`config.mk`:
```
export PLATFORM = sky130hd
export DESIGN_NAME = fixed_step_frame_pacer_unit
export DESIGN_NICKNAME = d
export VERILOG_FILES = /design/src/rtl/core/fsfp_pkg.sv /design/src/rtl/core/fsfp_ctrl.sv /design/src/rtl/core/fsfp_dp.sv /design/src/rtl/core/fixed_step_frame_pacer_unit.sv
export SDC_FILE = /design/constraint.sdc
export NUM_CORES = 1
export LEC_CHECK = 0
export BUFFER_PORTS_ARGS = -buffer_cell sky130_fd_sc_hd__buf_2
export CAP_MARGIN = 20
export CORE_MARGIN = 3
export CORE_UTILIZATION = 65
export DETAILED_ROUTE_END_ITERATION = 8
export PLACE_DENSITY_LB_ADDON = 0.08
export SETUP_SLACK_MARGIN = 0.1
export SLEW_MARGIN = 40
export SYNTH_ARGS = -nofsm -noshare
export SYNTH_HDL_FRONTEND = slang
export SYNTH_SLANG_ARGS = --single-unit
```
`constraint.sdc`:
```
create_clock -name clk_i -period 16.46 [get_ports clk_i]
set_input_delay 1.646 -clock clk_i [delete_from_list [all_inputs] [get_ports clk_i]]
set_output_delay 1.646 -clock clk_i [all_outputs]
set_load 0.05 [all_outputs]
```
`src/rtl/core/fsfp_pkg.sv`:
```
`timescale 1ns / 1ps

package fsfp_pkg;

  localparam int TIME_WIDTH    = 40;
  localparam int FRACTION_BITS = 16;
  localparam int FRAC_W        = FRACTION_BITS + 1;
  localparam int ACC_W         = 24;
  localparam int STEP_W        = 16;
  localparam int MAXS_W        = 4;
  localparam int DROP_W        = 32;
  localparam int CNT_W         = 5;

  localparam logic [FRAC_W-1:0] ONE_FRAC = FRAC_W'(1) << FRACTION_BITS;

  // request codes
  localparam logic [1:0] REQ_RESTART = 2'd0;
  localparam logic [1:0] REQ_FRAME   = 2'd1;
  localparam logic [1:0] REQ_CONSUME = 2'd2;

  // configuration register indexes
  localparam logic [1:0] CFG_STEP_TIME       = 2'd0;
  localparam logic [1:0] CFG_MAX_STEPS       = 2'd1;
  localparam logic [1:0] CFG_MAX_FRAME_DELTA = 2'd2;

  localparam logic [STEP_W-1:0] STEP_TIME_RST = 16'd4267;
  localparam logic [MAXS_W-1:0] MAX_STEPS_RST = 4'd5;
  localparam logic [STEP_W-1:0] MAX_DELTA_RST = 16'd64000;

  typedef struct packed {
    logic [1:0]            req_type;
    logic [TIME_WIDTH-1:0] now_time;
  } in_word_t;

  typedef struct packed {
    logic [MAXS_W-1:0] pending_steps;
    logic [FRAC_W-1:0] interpolation;
    logic [DROP_W-1:0] dropped_steps;
    logic [STEP_W-1:0] frame_delta;
  } out_word_t;

  typedef struct packed {
    logic load;        // latch the word and apply restart / frame entry / consume
    logic start_whole; // start accumulator / step
    logic start_frac;  // start fraction divide
    logic div_step;    // one divider iteration
    logic cap;         // apply step cap and dropped count
    logic frac_quick;  // fraction without dividing
    logic frac_take;   // fraction from divider quotient
    logic publish;     // move result into output register
  } cmd_t;

  typedef struct packed {
    logic div_last;    // current iteration is the final one
    logic frac_quick;  // step is zero or accumulator reaches a full step
    logic steps_zero;  // nothing pending
    logic out_busy;    // output register still holds an untaken word
  } status_t;

endpackage

```
`src/rtl/core/fsfp_ctrl.sv`:
```
`timescale 1ns / 1ps

module fsfp_ctrl (
  input  logic               clk_i,
  input  logic               rst_ni,
  input  logic               in_valid_i,
  input  logic [1:0]         req_type_i,
  input  fsfp_pkg::status_t  status_i,
  output logic               in_stall_o,
  output fsfp_pkg::cmd_t     cmd_o
);

  typedef enum logic [7:0] {
    S_IDLE   = 8'b0000_0001,
    S_SETUP  = 8'b0000_0010,
    S_DIVW   = 8'b0000_0100,
    S_CAP    = 8'b0000_1000,
    S_FRAC   = 8'b0001_0000,
    S_DIVF   = 8'b0010_0000,
    S_TAKE   = 8'b0100_0000,
    S_DONE   = 8'b1000_0000
  } state_e;

  state_e state_q, state_d;
  logic   accept;

  assign in_stall_o = (state_q != S_IDLE);
  assign accept     = in_valid_i && !in_stall_o;

  always_comb begin
    state_d = state_q;
    cmd_o   = '0;
    case (state_q)
      S_IDLE: begin
        if (accept) begin
          cmd_o.load = 1'b1;
          if (req_type_i == fsfp_pkg::REQ_FRAME) begin
            state_d = S_SETUP;
          end else if (req_type_i == fsfp_pkg::REQ_CONSUME && !status_i.steps_zero) begin
            state_d = S_FRAC;
          end else begin
            state_d = S_DONE;
          end
        end
      end
      S_SETUP: begin
        cmd_o.start_whole = 1'b1;
        state_d = S_DIVW;
      end
      S_DIVW: begin
        cmd_o.div_step = 1'b1;
        if (status_i.div_last) begin
          state_d = S_CAP;
        end
      end
      S_CAP: begin
        cmd_o.cap = 1'b1;
        state_d = S_FRAC;
      end
      S_FRAC: begin
        if (status_i.frac_quick) begin
          cmd_o.frac_quick = 1'b1;
          state_d = S_DONE;
        end else begin
          cmd_o.start_frac = 1'b1;
          state_d = S_DIVF;
        end
      end
      S_DIVF: begin
        cmd_o.div_step = 1'b1;
        if (status_i.div_last) begin
          state_d = S_TAKE;
        end
      end
      S_TAKE: begin
        cmd_o.frac_take = 1'b1;
        state_d = S_DONE;
      end
      S_DONE: begin
        // hold until the output register is free
        if (!status_i.out_busy) begin
          cmd_o.publish = 1'b1;
          state_d = S_IDLE;
        end
      end
      default: begin
        state_d = S_IDLE;
      end
    endcase
  end

  always_ff @(posedge clk_i or negedge rst_ni) begin
    if (!rst_ni) begin
      state_q <= S_IDLE;
    end else begin
      state_q <= state_d;
    end
  end

  a_divw_exit: assert property (@(posedge clk_i) disable iff (!rst_ni)
    (state_q == S_DIVW) && status_i.div_last |=> state_q == S_CAP)
    else $error("whole divide did not hand over to cap");

  a_publish_free: assert property (@(posedge clk_i) disable iff (!rst_ni)
    cmd_o.publish |-> !status_i.out_busy)
    else $error("publish over an untaken word");

  a_frame_path: assert property (@(posedge clk_i) disable iff (!rst_ni)
    accept && (req_type_i == fsfp_pkg::REQ_FRAME) |=> state_q == S_SETUP)
    else $error("frame word did not start the divide");

endmodule

```
`src/rtl/core/fsfp_dp.sv`:
```
`timescale 1ns / 1ps

module fsfp_dp (
  input  logic                          clk_i,
  input  logic                          rst_ni,
  input  fsfp_pkg::in_word_t            in_word_i,
  input  logic                          cfg_we_i,
  input  logic [1:0]                    cfg_index_i,
  input  logic [fsfp_pkg::STEP_W-1:0]   cfg_data_i,
  input  fsfp_pkg::cmd_t                cmd_i,
  input  logic                          out_stall_i,
  output fsfp_pkg::status_t             status_o,
  output logic                          out_valid_o,
  output fsfp_pkg::out_word_t           out_word_o
);

  localparam int TW = fsfp_pkg::TIME_WIDTH;
  localparam int AW = fsfp_pkg::ACC_W;
  localparam int SW = fsfp_pkg::STEP_W;
  localparam int MW = fsfp_pkg::MAXS_W;
  localparam int DW = fsfp_pkg::DROP_W;
  localparam int FW = fsfp_pkg::FRAC_W;
  localparam int CW = fsfp_pkg::CNT_W;

  // configuration
  logic [SW-1:0] step_q, max_delta_q;
  logic [MW-1:0] max_steps_q;

  // pacer state
  logic [TW-1:0] prev_q;
  logic [AW-1:0] acc_q, acc_d;
  logic [MW-1:0] steps_q, steps_d;
  logic [DW-1:0] drop_q, drop_d;
  logic [FW-1:0] frac_q, frac_d;
  logic [SW-1:0] delta_q, delta_d;

  // shared restoring divider
  logic [SW-1:0] rem_q, rem_d;
  logic [AW-1:0] quo_q, quo_d;
  logic [CW-1:0] cnt_q, cnt_d;

  logic                 out_valid_q;
  fsfp_pkg::out_word_t  out_q;

  // frame entry terms
  logic [TW-1:0] elapsed;
  logic [SW-1:0] delta_clamped;
  logic [AW:0]   acc_sum;
  // divider terms
  logic [SW:0]   trial;
  logic          trial_ge;
  // cap terms
  logic [AW-1:0] whole;
  logic [AW-1:0] excess;
  logic [DW:0]   drop_sum;
  logic [SW+MW-1:0] capped_acc;
  logic          acc_ge_step;

  assign elapsed       = in_word_i.now_time - prev_q;
  assign delta_clamped = (in_word_i.now_time <= prev_q) ? '0 :
                         (elapsed > TW'(max_delta_q)) ? max_delta_q : elapsed[SW-1:0];
  assign acc_sum       = {1'b0, acc_q} + (AW+1)'(delta_clamped);

  assign trial    = {rem_q, quo_q[AW-1]};
  assign trial_ge = trial >= {1'b0, step_q};

  assign whole       = (step_q == '0) ? '0 : quo_q;
  assign excess      = whole - AW'(max_steps_q);
  assign drop_sum    = {1'b0, drop_q} + (DW+1)'(excess);
  assign capped_acc  = (SW+MW)'(step_q) * (SW+MW)'(max_steps_q);
  assign acc_ge_step = acc_q >= AW'(step_q);

  always_comb begin
    acc_d   = acc_q;
    steps_d = steps_q;
    drop_d  = drop_q;
    frac_d  = frac_q;
    delta_d = delta_q;
    rem_d   = rem_q;
    quo_d   = quo_q;
    cnt_d   = cnt_q;

    if (cmd_i.load) begin
      case (in_word_i.req_type)
        fsfp_pkg::REQ_RESTART: begin
          acc_d   = '0;
          steps_d = '0;
          drop_d  = '0;
          frac_d  = '0;
          delta_d = '0;
        end
        fsfp_pkg::REQ_FRAME: begin
          delta_d = delta_clamped;
          acc_d   = acc_sum[AW] ? '1 : acc_sum[AW-1:0];
        end
        fsfp_pkg::REQ_CONSUME: begin
          if (steps_q != '0) begin
            acc_d   = acc_ge_step ? acc_q - AW'(step_q) : '0;
            steps_d = steps_q - 1'b1;
          end
        end
        default: begin
        end
      endcase
    end

    if (cmd_i.start_whole) begin
      rem_d = '0;
      quo_d = acc_q;
      cnt_d = CW'(AW - 1);
    end
    if (cmd_i.start_frac) begin
      // accumulator is below step here, so it fits the remainder
      rem_d = acc_q[SW-1:0];
      quo_d = '0;
      cnt_d = CW'(fsfp_pkg::FRACTION_BITS - 1);
    end
    if (cmd_i.div_step) begin
      rem_d = trial_ge ? SW'(trial - {1'b0, step_q}) : trial[SW-1:0];
      quo_d = {quo_q[AW-2:0], trial_ge};
      cnt_d = cnt_q - 1'b1;
    end

    if (cmd_i.cap) begin
      if (whole > AW'(max_steps_q)) begin
        drop_d  = drop_sum[DW] ? '1 : drop_sum[DW-1:0];
        acc_d   = AW'(capped_acc);
        steps_d = max_steps_q;
      end else begin
        steps_d = whole[MW-1:0];
      end
    end
    if (cmd_i.frac_quick) begin
      frac_d = (step_q == '0) ? '0 : fsfp_pkg::ONE_FRAC;
    end
    if (cmd_i.frac_take) begin
      frac_d = {1'b0, quo_q[FW-2:0]};
    end
  end

  always_ff @(posedge clk_i or negedge rst_ni) begin
    if (!rst_ni) begin
      step_q      <= fsfp_pkg::STEP_TIME_RST;
      max_steps_q <= fsfp_pkg::MAX_STEPS_RST;
      max_delta_q <= fsfp_pkg::MAX_DELTA_RST;
      prev_q      <= '0;
      acc_q       <= '0;
      steps_q     <= '0;
      drop_q      <= '0;
      frac_q      <= '0;
      delta_q     <= '0;
      cnt_q       <= '0;
      out_valid_q <= 1'b0;
    end else begin
      if (cfg_we_i) begin
        case (cfg_index_i)
          fsfp_pkg::CFG_STEP_TIME:       step_q      <= cfg_data_i;
          fsfp_pkg::CFG_MAX_STEPS:       max_steps_q <= cfg_data_i[MW-1:0];
          fsfp_pkg::CFG_MAX_FRAME_DELTA: max_delta_q <= cfg_data_i;
          default: begin
          end
        endcase
      end
      if (cmd_i.load && in_word_i.req_type != fsfp_pkg::REQ_CONSUME) begin
        if (in_word_i.req_type == fsfp_pkg::REQ_RESTART
            || in_word_i.req_type == fsfp_pkg::REQ_FRAME) begin
          prev_q <= in_word_i.now_time;
        end
      end
      acc_q   <= acc_d;
      steps_q <= steps_d;
      drop_q  <= drop_d;
      frac_q  <= frac_d;
      delta_q <= delta_d;
      cnt_q   <= cnt_d;
      if (cmd_i.publish) begin
        out_valid_q <= 1'b1;
      end else if (!out_stall_i) begin
        out_valid_q <= 1'b0;
      end
    end
  end

  always_ff @(posedge clk_i) begin
    rem_q <= rem_d;
    quo_q <= quo_d;
    if (cmd_i.publish) begin
      out_q.pending_steps <= steps_q;
      out_q.interpolation <= frac_q;
      out_q.dropped_steps <= drop_q;
      out_q.frame_delta   <= delta_q;
    end
  end

  assign status_o.div_last   = (cnt_q == '0);
  assign status_o.frac_quick = (step_q == '0) || acc_ge_step;
  assign status_o.steps_zero = (steps_q == '0);
  assign status_o.out_busy   = out_valid_q && out_stall_i;

  assign out_valid_o = out_valid_q;
  assign out_word_o  = out_q;

  a_frac_range: assert property (@(posedge clk_i) disable iff (!rst_ni)
    frac_q <= fsfp_pkg::ONE_FRAC)
    else $error("interpolation above one");

  a_take_below_step: assert property (@(posedge clk_i) disable iff (!rst_ni)
    cmd_i.start_frac |-> (step_q != '0) && (acc_q < AW'(step_q)))
    else $error("fraction divide started with a full step");

  a_consume_dec: assert property (@(posedge clk_i) disable iff (!rst_ni)
    cmd_i.load && (in_word_i.req_type == fsfp_pkg::REQ_CONSUME) && (steps_q != '0)
    |=> steps_q == $past(steps_q) - 1'b1)
    else $error("consume did not retire one step");

endmodule

```
`src/rtl/core/fixed_step_frame_pacer_unit.sv`:
```
`timescale 1ns / 1ps
// Restart, unused and idle-consume words go straight to output. A consume with steps
// pending runs the fraction step; a frame runs the whole-step divide and cap before it.
// The fraction divide is skipped when step is zero or a full step remains. The shared
// one-bit-per-cycle divider makes 24 bits for whole steps, 16 for the fraction.
// One word at a time: the next is taken in the cycle after the result loads,
// which waits while an earlier result is stalled. Async active-low reset clears state.
module fixed_step_frame_pacer_unit (
  input  logic                         clk_i,
  input  logic                         rst_ni,
  input  logic                         in_valid_i,
  output logic                         in_stall_o,
  input  fsfp_pkg::in_word_t           in_word_i,
  output logic                         out_valid_o,
  input  logic                         out_stall_i,
  output fsfp_pkg::out_word_t          out_word_o,
  input  logic                         cfg_valid_i,
  output logic                         cfg_ready_o,
  input  logic [1:0]                   cfg_index_i,
  input  logic [fsfp_pkg::STEP_W-1:0]  cfg_data_i
);

  fsfp_pkg::cmd_t    cmd;
  fsfp_pkg::status_t status;

  assign cfg_ready_o = 1'b1;

  fsfp_ctrl u_ctrl (
    .clk_i      (clk_i),
    .rst_ni     (rst_ni),
    .in_valid_i (in_valid_i),
    .req_type_i (in_word_i.req_type),
    .status_i   (status),
    .in_stall_o (in_stall_o),
    .cmd_o      (cmd)
  );

  fsfp_dp u_dp (
    .clk_i       (clk_i),
    .rst_ni      (rst_ni),
    .in_word_i   (in_word_i),
    .cfg_we_i    (cfg_valid_i && cfg_ready_o),
    .cfg_index_i (cfg_index_i),
    .cfg_data_i  (cfg_data_i),
    .cmd_i       (cmd),
    .out_stall_i (out_stall_i),
    .status_o    (status),
    .out_valid_o (out_valid_o),
    .out_word_o  (out_word_o)
  );

  a_one_at_a_time: assert property (@(posedge clk_i) disable iff (!rst_ni)
    in_valid_i && !in_stall_o |=> in_stall_o)
    else $error("second word taken while busy");

  a_out_range: assert property (@(posedge clk_i) disable iff (!rst_ni)
    out_valid_o |-> out_word_o.interpolation <= fsfp_pkg::ONE_FRAC)
    else $error("interpolation word out of range");

  a_result_from_busy: assert property (@(posedge clk_i) disable iff (!rst_ni)
    $rose(out_valid_o) |-> $past(in_stall_o))
    else $error("result appeared with no word in flight");

endmodule
```
==> results of run 1 <==
==> placed cells by master (no fill, tap or decap), types with 66 or more instances in the layout <==
cell	instances
a21oi_1	197
dfrtp_1	168
buf_2	134
nor2_1	178
ha_1	159
o21ai_0	196
inv_1	156
edfxtp_1	109
nand2_1	292
xnor2_1	66
==> cell families after synthesis <==
family | share of synthesized area
xor+xnor | 0.0430
other cells | 0.000179
simple gates | 0.176
flops | 0.375
compound gates | 0.205
fa+ha+maj | 0.127
buf+inv | 0.0455
mux | 0.0276
==> metal layers <==
| layer | vias up | part of all wire | track usage |
|---|---|---|---|
| met5 | - | 0 | 0 |
| met4 | 0 | 0.030 | 0.0995 |
| met3 | 132 | 0.083 | 0.0473 |
| met2 | 813 | 0.46 | 0.538 |
| met1 | 8845 | 0.42 | 0.471 |
| li1 | 8613 | - | - |
==> worst max path at each step <==
stage	startpoint	slack (ns)	to	depth (start not counted)
floorplan	in_word_i[0]	8.33	u_dp.acc_q[2]	40
global placement	in_word_i[0]	7.31	u_dp.acc_q[11]	36
detailed placement	in_word_i[0]	7.16	u_dp.acc_q[10]	38
CTS	in_word_i[0]	7.73	u_dp.acc_q[10]	38
global route	in_word_i[0]	7.04	u_dp.acc_q[10]	38
finish	in_word_i[0]	7.63	u_dp.acc_q[10]	38
==> through the flow <==
step / std cells / util
2_1_floorplan: 2348 / -
3_3_place_gp: 2808 / 0.694
3_5_place_dp: 2810 / 0.695
4_1_cts: 2868 / 0.731
5_1_grt: 2868 / 0.732
6_report: 2868 / 0.732
==> power groups by stage <==
stage	sequential [mW]	clock, mW	combinational [mW]
floorplan	1.12	0	1.46
global placement	1.10	0	1.94
detailed placement	1.11	0	1.99
CTS	1.10	0.789	2.01
global route	1.12	0.817	2.25
finish	1.10	0.779	2.04
==> critical path, delay by kind of cell <==
family	cells	cell delay, ns
muxes	1	0.22
xor gates and xnor gates	1	0.20
AOI/OAI and AO/OA	15	3.13
buffers and inverters	3	0.17
and+or+nand+nor	13	2.42
adders and majority gates	5	1.52
==> state kept, by name (all words and copies together) (netlist names), 4 cells and up <==
| register | flops |
|---|---|
| u_dp.quo_q | 24 |
| u_dp.acc_q | 24 |
| u_ctrl.state_q | 8 |
| u_dp.delta_q | 16 |
| u_dp.steps_q | 4 |
| u_dp.rem_q | 16 |
| u_dp.max_steps_q | 4 |
| u_dp.cnt_q | 5 |
| u_dp.out_word_o | 69 |
| u_dp.drop_q | 32 |
| u_dp.frac_q | 17 |
| u_dp.step_q | 16 |
| u_dp.max_delta_q | 16 |
| u_dp.prev_q | 40 |
==> final cells by class <==
class	count	area, µm²	share of cell area
Multi-Input combinational cell	1810	12200	0.528
Sequential cell	292	7870	0.340
Clock buffer	37	851	0.0368
Timing Repair Buffer	150	812	0.0351
Inverter	156	586	0.0253
Tap cell	402	503	0.0217
Clock inverter	21	292	0.0126
==> reports/results.ini, run 1 <==
[cts]
tritoncts=built
clock-sinks=292
clkTransAtPathRegs_ns=0.07
htreeDepth=1
clockBufferDepth=3
cts_buffers=31
cts-hold-fix-buffers=0
post_cts_buffers=0
postCtsResizedCells=0
clk_latency_ns=0.59
root_buffer=clkbuf_16

[global_route]
antenna_found_initial=0
grt_pass1_wl_mm=92.1
grt_max_degree=115
gr-total-overflow=0
grt_pass1_vias=17300
global_route.usage.total=0.333

[floorplan]
die_w_um=186
num_io_pins=137
initial_core_util=0.663
core_um2=31600
dieArea_um2=34400
rows=65
die_y_um=186

[placed_design]
place_congestion=1.01
placedInstanceArea_um2=22000
io_buffers=135
pre_cts_slack_ns=7.16
dp_hpwl_mm=43.4

[timing]
rsz0062_at_grt=no
finalWorstSetupSlack_ns=7.63
period_needed_ns=8.83
relSlewSlack=0.437
clock_skew_ns=0.0239
whs_ns=0.452
finalMaxSlewViolations=0
min_period_over_period=0.537
setup_viol=0
final.setup.tns_ns=0
finalHoldViolations=0
max_slew.worst_pin.slew_ns=0.843
fmax_ghz=0.113

[drt]
drt_iter0_drc=1727
finalWirelength_mm=58.0
drc_errors=0
vias=18400
wl_per_cell_um=20.2
vias_per_cell=6.42
ant_nets=0
dr.pass1.iters=7

[pwr]
combPwrFrac=0.520
p_sw_mw=1.75
finalPower_mw=3.92
ir_drop_uv=117
power_density_nw_per_um2=169
swShare=0.445
clockPowerShare=0.199
p_leak_nw=10.4
p_int_mw=2.18
pwr-share-seq=0.281

[critical_path]
crit_type=primary input to flop
startpoint_type=primary input
critPathCaptureType=flop
slowest_stage=nand3b_1
cp_max_fo=18
r2r_slack_ns=8.40
r2r-end=u_dp.acc_q[10]
critPathMaxStageDelay_ns=0.54
critPathRequiredTime_ns=16.96
arrival_ns=9.34
reg2reg_depth=38
reg2reg_from=u_dp.prev_q[1]

[final_layout]
area_growth_pct=10.4
nFillCells=2382
design_area_um2=23100
drive_gt1_frac=0.122
nNetsFinal=2699
antennaDiodeCount=0

[yosys]
yosysUniqueCellTypes=98
synth.cell_area_um2=21000
yosysTopAreaCell=dfrtp_1
yosysWarningCount=0
synth_commonest_cells=292 x nand2_1, 198 x a21oi_1, 198 x o21ai_0
syn-num-nets=2606
synth_area_leaders=dfrtp_1 20%, edfxtp_1 16%, ha_1 9.5%, nand2_1 5.2%, a21oi_1 4.7%
async_flop_share=0.627
synth_area_per_cell_um2=8.93
synth_top_area_frac=0.201
ys_seq_area_frac=0.375
netlist_instances=2348
synth_seq_cells=292
synth_most_common_cell=nand2_1
synth_edf_count=109
yosys_most_used_dff=dfrtp_1

[min_path]
hold-path-endpoint=u_dp.out_word_o[8]
hp-class=flop to flop
min_path_cells=0
min_from=u_dp.delta_q[8]

[status]
status=finished clean

[job]
cap_violations=0

No activity file was read; power rests on OpenSTA's default activity.
==> inputs of run 2 (changes only) <==
--- a/config.mk
+++ b/config.mk
@@ -8,7 +8,7 @@
 export BUFFER_PORTS_ARGS = -buffer_cell sky130_fd_sc_hd__buf_2
 export CAP_MARGIN = 20
 export CORE_MARGIN = 3
-export CORE_UTILIZATION = 65
+export CORE_UTILIZATION = 62
 export DETAILED_ROUTE_END_ITERATION = 8
 export PLACE_DENSITY_LB_ADDON = 0.08
 export SETUP_SLACK_MARGIN = 0.1
==> constraint.sdc (replaced) <==
create_clock -name clk_i -period 8.6 [get_ports clk_i]
set_input_delay 0.86 -clock clk_i [delete_from_list [all_inputs] [get_ports clk_i]]
set_output_delay 0.86 -clock clk_i [all_outputs]
set_load 0.05 [all_outputs]
==> run 2 against run 1 <==
Compared with the run above: register-to-register slack got worse by 7.4 ns; sequential share of layout area is 0.052 points lower; clock skew is 0.0085 ns higher; core utilization shrank 2.8 points; sequential power rose by 93%; critical endpoint is now u_dp.acc_q[23]; via count fell by 0.40%; cell area rose by 0.15%; clock power is 90% higher.
==> reports/results.ini, run 2 (synthesis gave the netlist of run 1 again) <==
[placed_design]
dp_hpwl_mm=44.6  ; +2.8%
io_buffers=135  ; unchanged
pre_cts_slack_ns=0.475  ; -6.68 ns
place_congestion=0.978  ; -3.4%

[drt]
vias_per_cell=6.29  ; -2.0%
vias=18300  ; -0.40%
ant_nets=0  ; unchanged
dr.pass1.iters=6  ; -1
drc_errors=0  ; unchanged
wl_per_cell_um=20.5  ; +1.2%
finalWirelength_mm=59.7  ; +2.8%
drt_iter0_drc=1650  ; -4.5%

[timing]
clock_skew_ns=0.0324  ; +0.00846 ns
final.setup.tns_ns=0  ; unchanged
rsz0062_at_grt=no
relSlewSlack=0.438  ; +0.00164
fmax_ghz=0.130
finalHoldViolations=0  ; unchanged
min_period_over_period=0.894
max_slew.worst_pin.slew_ns=0.837  ; -0.00604 ns
period_needed_ns=7.69
finalMaxSlewViolations=0  ; unchanged
setup_viol=0  ; unchanged
finalWorstSetupSlack_ns=0.912  ; -6.71 ns

[cts]
postCtsResizedCells=0  ; unchanged
clkTransAtPathRegs_ns=0.06  ; about the same
cts_buffers=34  ; +9.7%
htreeDepth=2  ; +1
clockBufferDepth=3  ; unchanged
root_buffer=clkbuf_16
clock-sinks=292  ; unchanged
clk_latency_ns=0.56  ; -0.03 ns
post_cts_buffers=0  ; unchanged
tritoncts=built
cts-hold-fix-buffers=0  ; unchanged

[pwr]
finalPower_mw=7.54  ; +92%
power_density_nw_per_um2=325  ; +92%
p_leak_nw=10.4  ; -0.18%
ir_drop_uv=240  ; +100%

[global_route]
antenna_found_initial=3  ; +3
grt_pass1_vias=17600  ; +1.9%
global_route.usage.total=0.329  ; -0.00381
grt_pass1_wl_mm=94.9  ; +3.0%
grt_max_degree=79  ; -31%
gr-total-overflow=0  ; unchanged

[critical_path]
slowest_stage=a2111oi_0
crit_buf_inv=2  ; -1
crit_type=primary input to flop
arrival_ns=8.12  ; -1.22 ns
critPathCaptureType=flop
cp_max_fo=5  ; -13
startpoint_type=primary input
critPathMaxStageDelay_ns=0.57  ; +0.03 ns
crit_family=compound AO/OA/AOI/OAI gates
critPathRequiredTime_ns=9.03  ; -7.93 ns

[final_layout]
area_growth_pct=10.6
antennaDiodeCount=0  ; unchanged
regArea_um2=7870  ; unchanged
final_cell_mix=292 x nand2_1, 197 x a21oi_1, 196 x o21ai_0, 178 x nor2_1, 168 x dfrtp_1
nFillCells=2592  ; +8.8%
final_core_utilization=0.703  ; -0.0281
nNetsFinal=2704  ; +0.19%
largest_reg_flops=69  ; unchanged
largest_register=u_dp.out_word_o
final_common_cell=nand2_1
largestRegisters=u_dp.out_word_o x69, u_dp.prev_q x40, u_dp.drop_q x32
drive_gt1_frac=0.121  ; -0.00151
multi_input_area_um2=12200  ; about the same

[floorplan]
rows=66  ; +1.5%
core_um2=32900  ; +4.1%
die_w_um=190  ; +2.3%
initial_core_util=0.636  ; -0.0264
die_y_um=190  ; +2.3%
num_io_pins=137  ; unchanged
dieArea_um2=36100  ; +4.7%

[job]
cap_violations=0  ; unchanged

[min_path]
hp-class=primary input to async pin

[status]
status=finished clean

==> run 2: area by class of cell <==
cell class | count | area share
sequential | 292 | 0.340
multi-input combinational | 1810 | 0.528
inverter | 156 | 0.0253
clock buffer | 42 | 0.0389
timing repair buffer | 152 | 0.0351
tap | 442 | 0.0239
clock inverter | 20 | 0.00977
==> run 2: path summary, 6_finish.rpt <==
kind,startpoint,end,slack (ns),depth (start not counted)
setup / recovery,in_word_i[0],u_dp.acc_q[23],0.91,35
hold / removal,rst_ni,u_dp.prev_q[31],0.30,1
setup reg to reg,u_dp.prev_q[0],u_dp.acc_q[23],0.97,33
hold reg to reg,u_dp.delta_q[3],u_dp.out_word_o[3],0.45,0
max in group asynchronous,rst_ni,u_dp.acc_q[9],7.12,2
min in group clk_i,u_dp.delta_q[3],u_dp.out_word_o[3],0.45,0
==> run 2: routing by layer <==
metal,part of all wire,global-route usage,wire (µm)
met1,0.43,0.458,25400
met2,0.46,0.529,27600
met3,0.078,0.0505,4670
met4,0.033,0.111,1940
met5,0.00050,0,30
==> run 2: worst register-to-register path: cells and delay by family (launching register included) <==
kind | cells | cell delay (ns)
compound gates | 13 | 3.12
simple gates | 14 | 2.31
flops | 1 | 0.38
xor+xnor | 1 | 0.20
mux | 1 | 0.30
fa+ha+maj | 4 | 1.20
==> run 2: per-stage QoR <==
step                      instances  instance area, µm²  hold slack [ns]
after detailed placement       2852               22000            0.435
after floorplan                2348               21000            0.425
final                          2914               23200            0.304
after global routing           2914               23200            0.342
after global placement         2852               22000            0.433
after CTS                      2914               23200            0.307
==> run 2: where the power goes <==
part,switching [mW],internal (mW)
clock,0.608,0.875
combinational,2.47,1.47
sequential,0.317,1.80
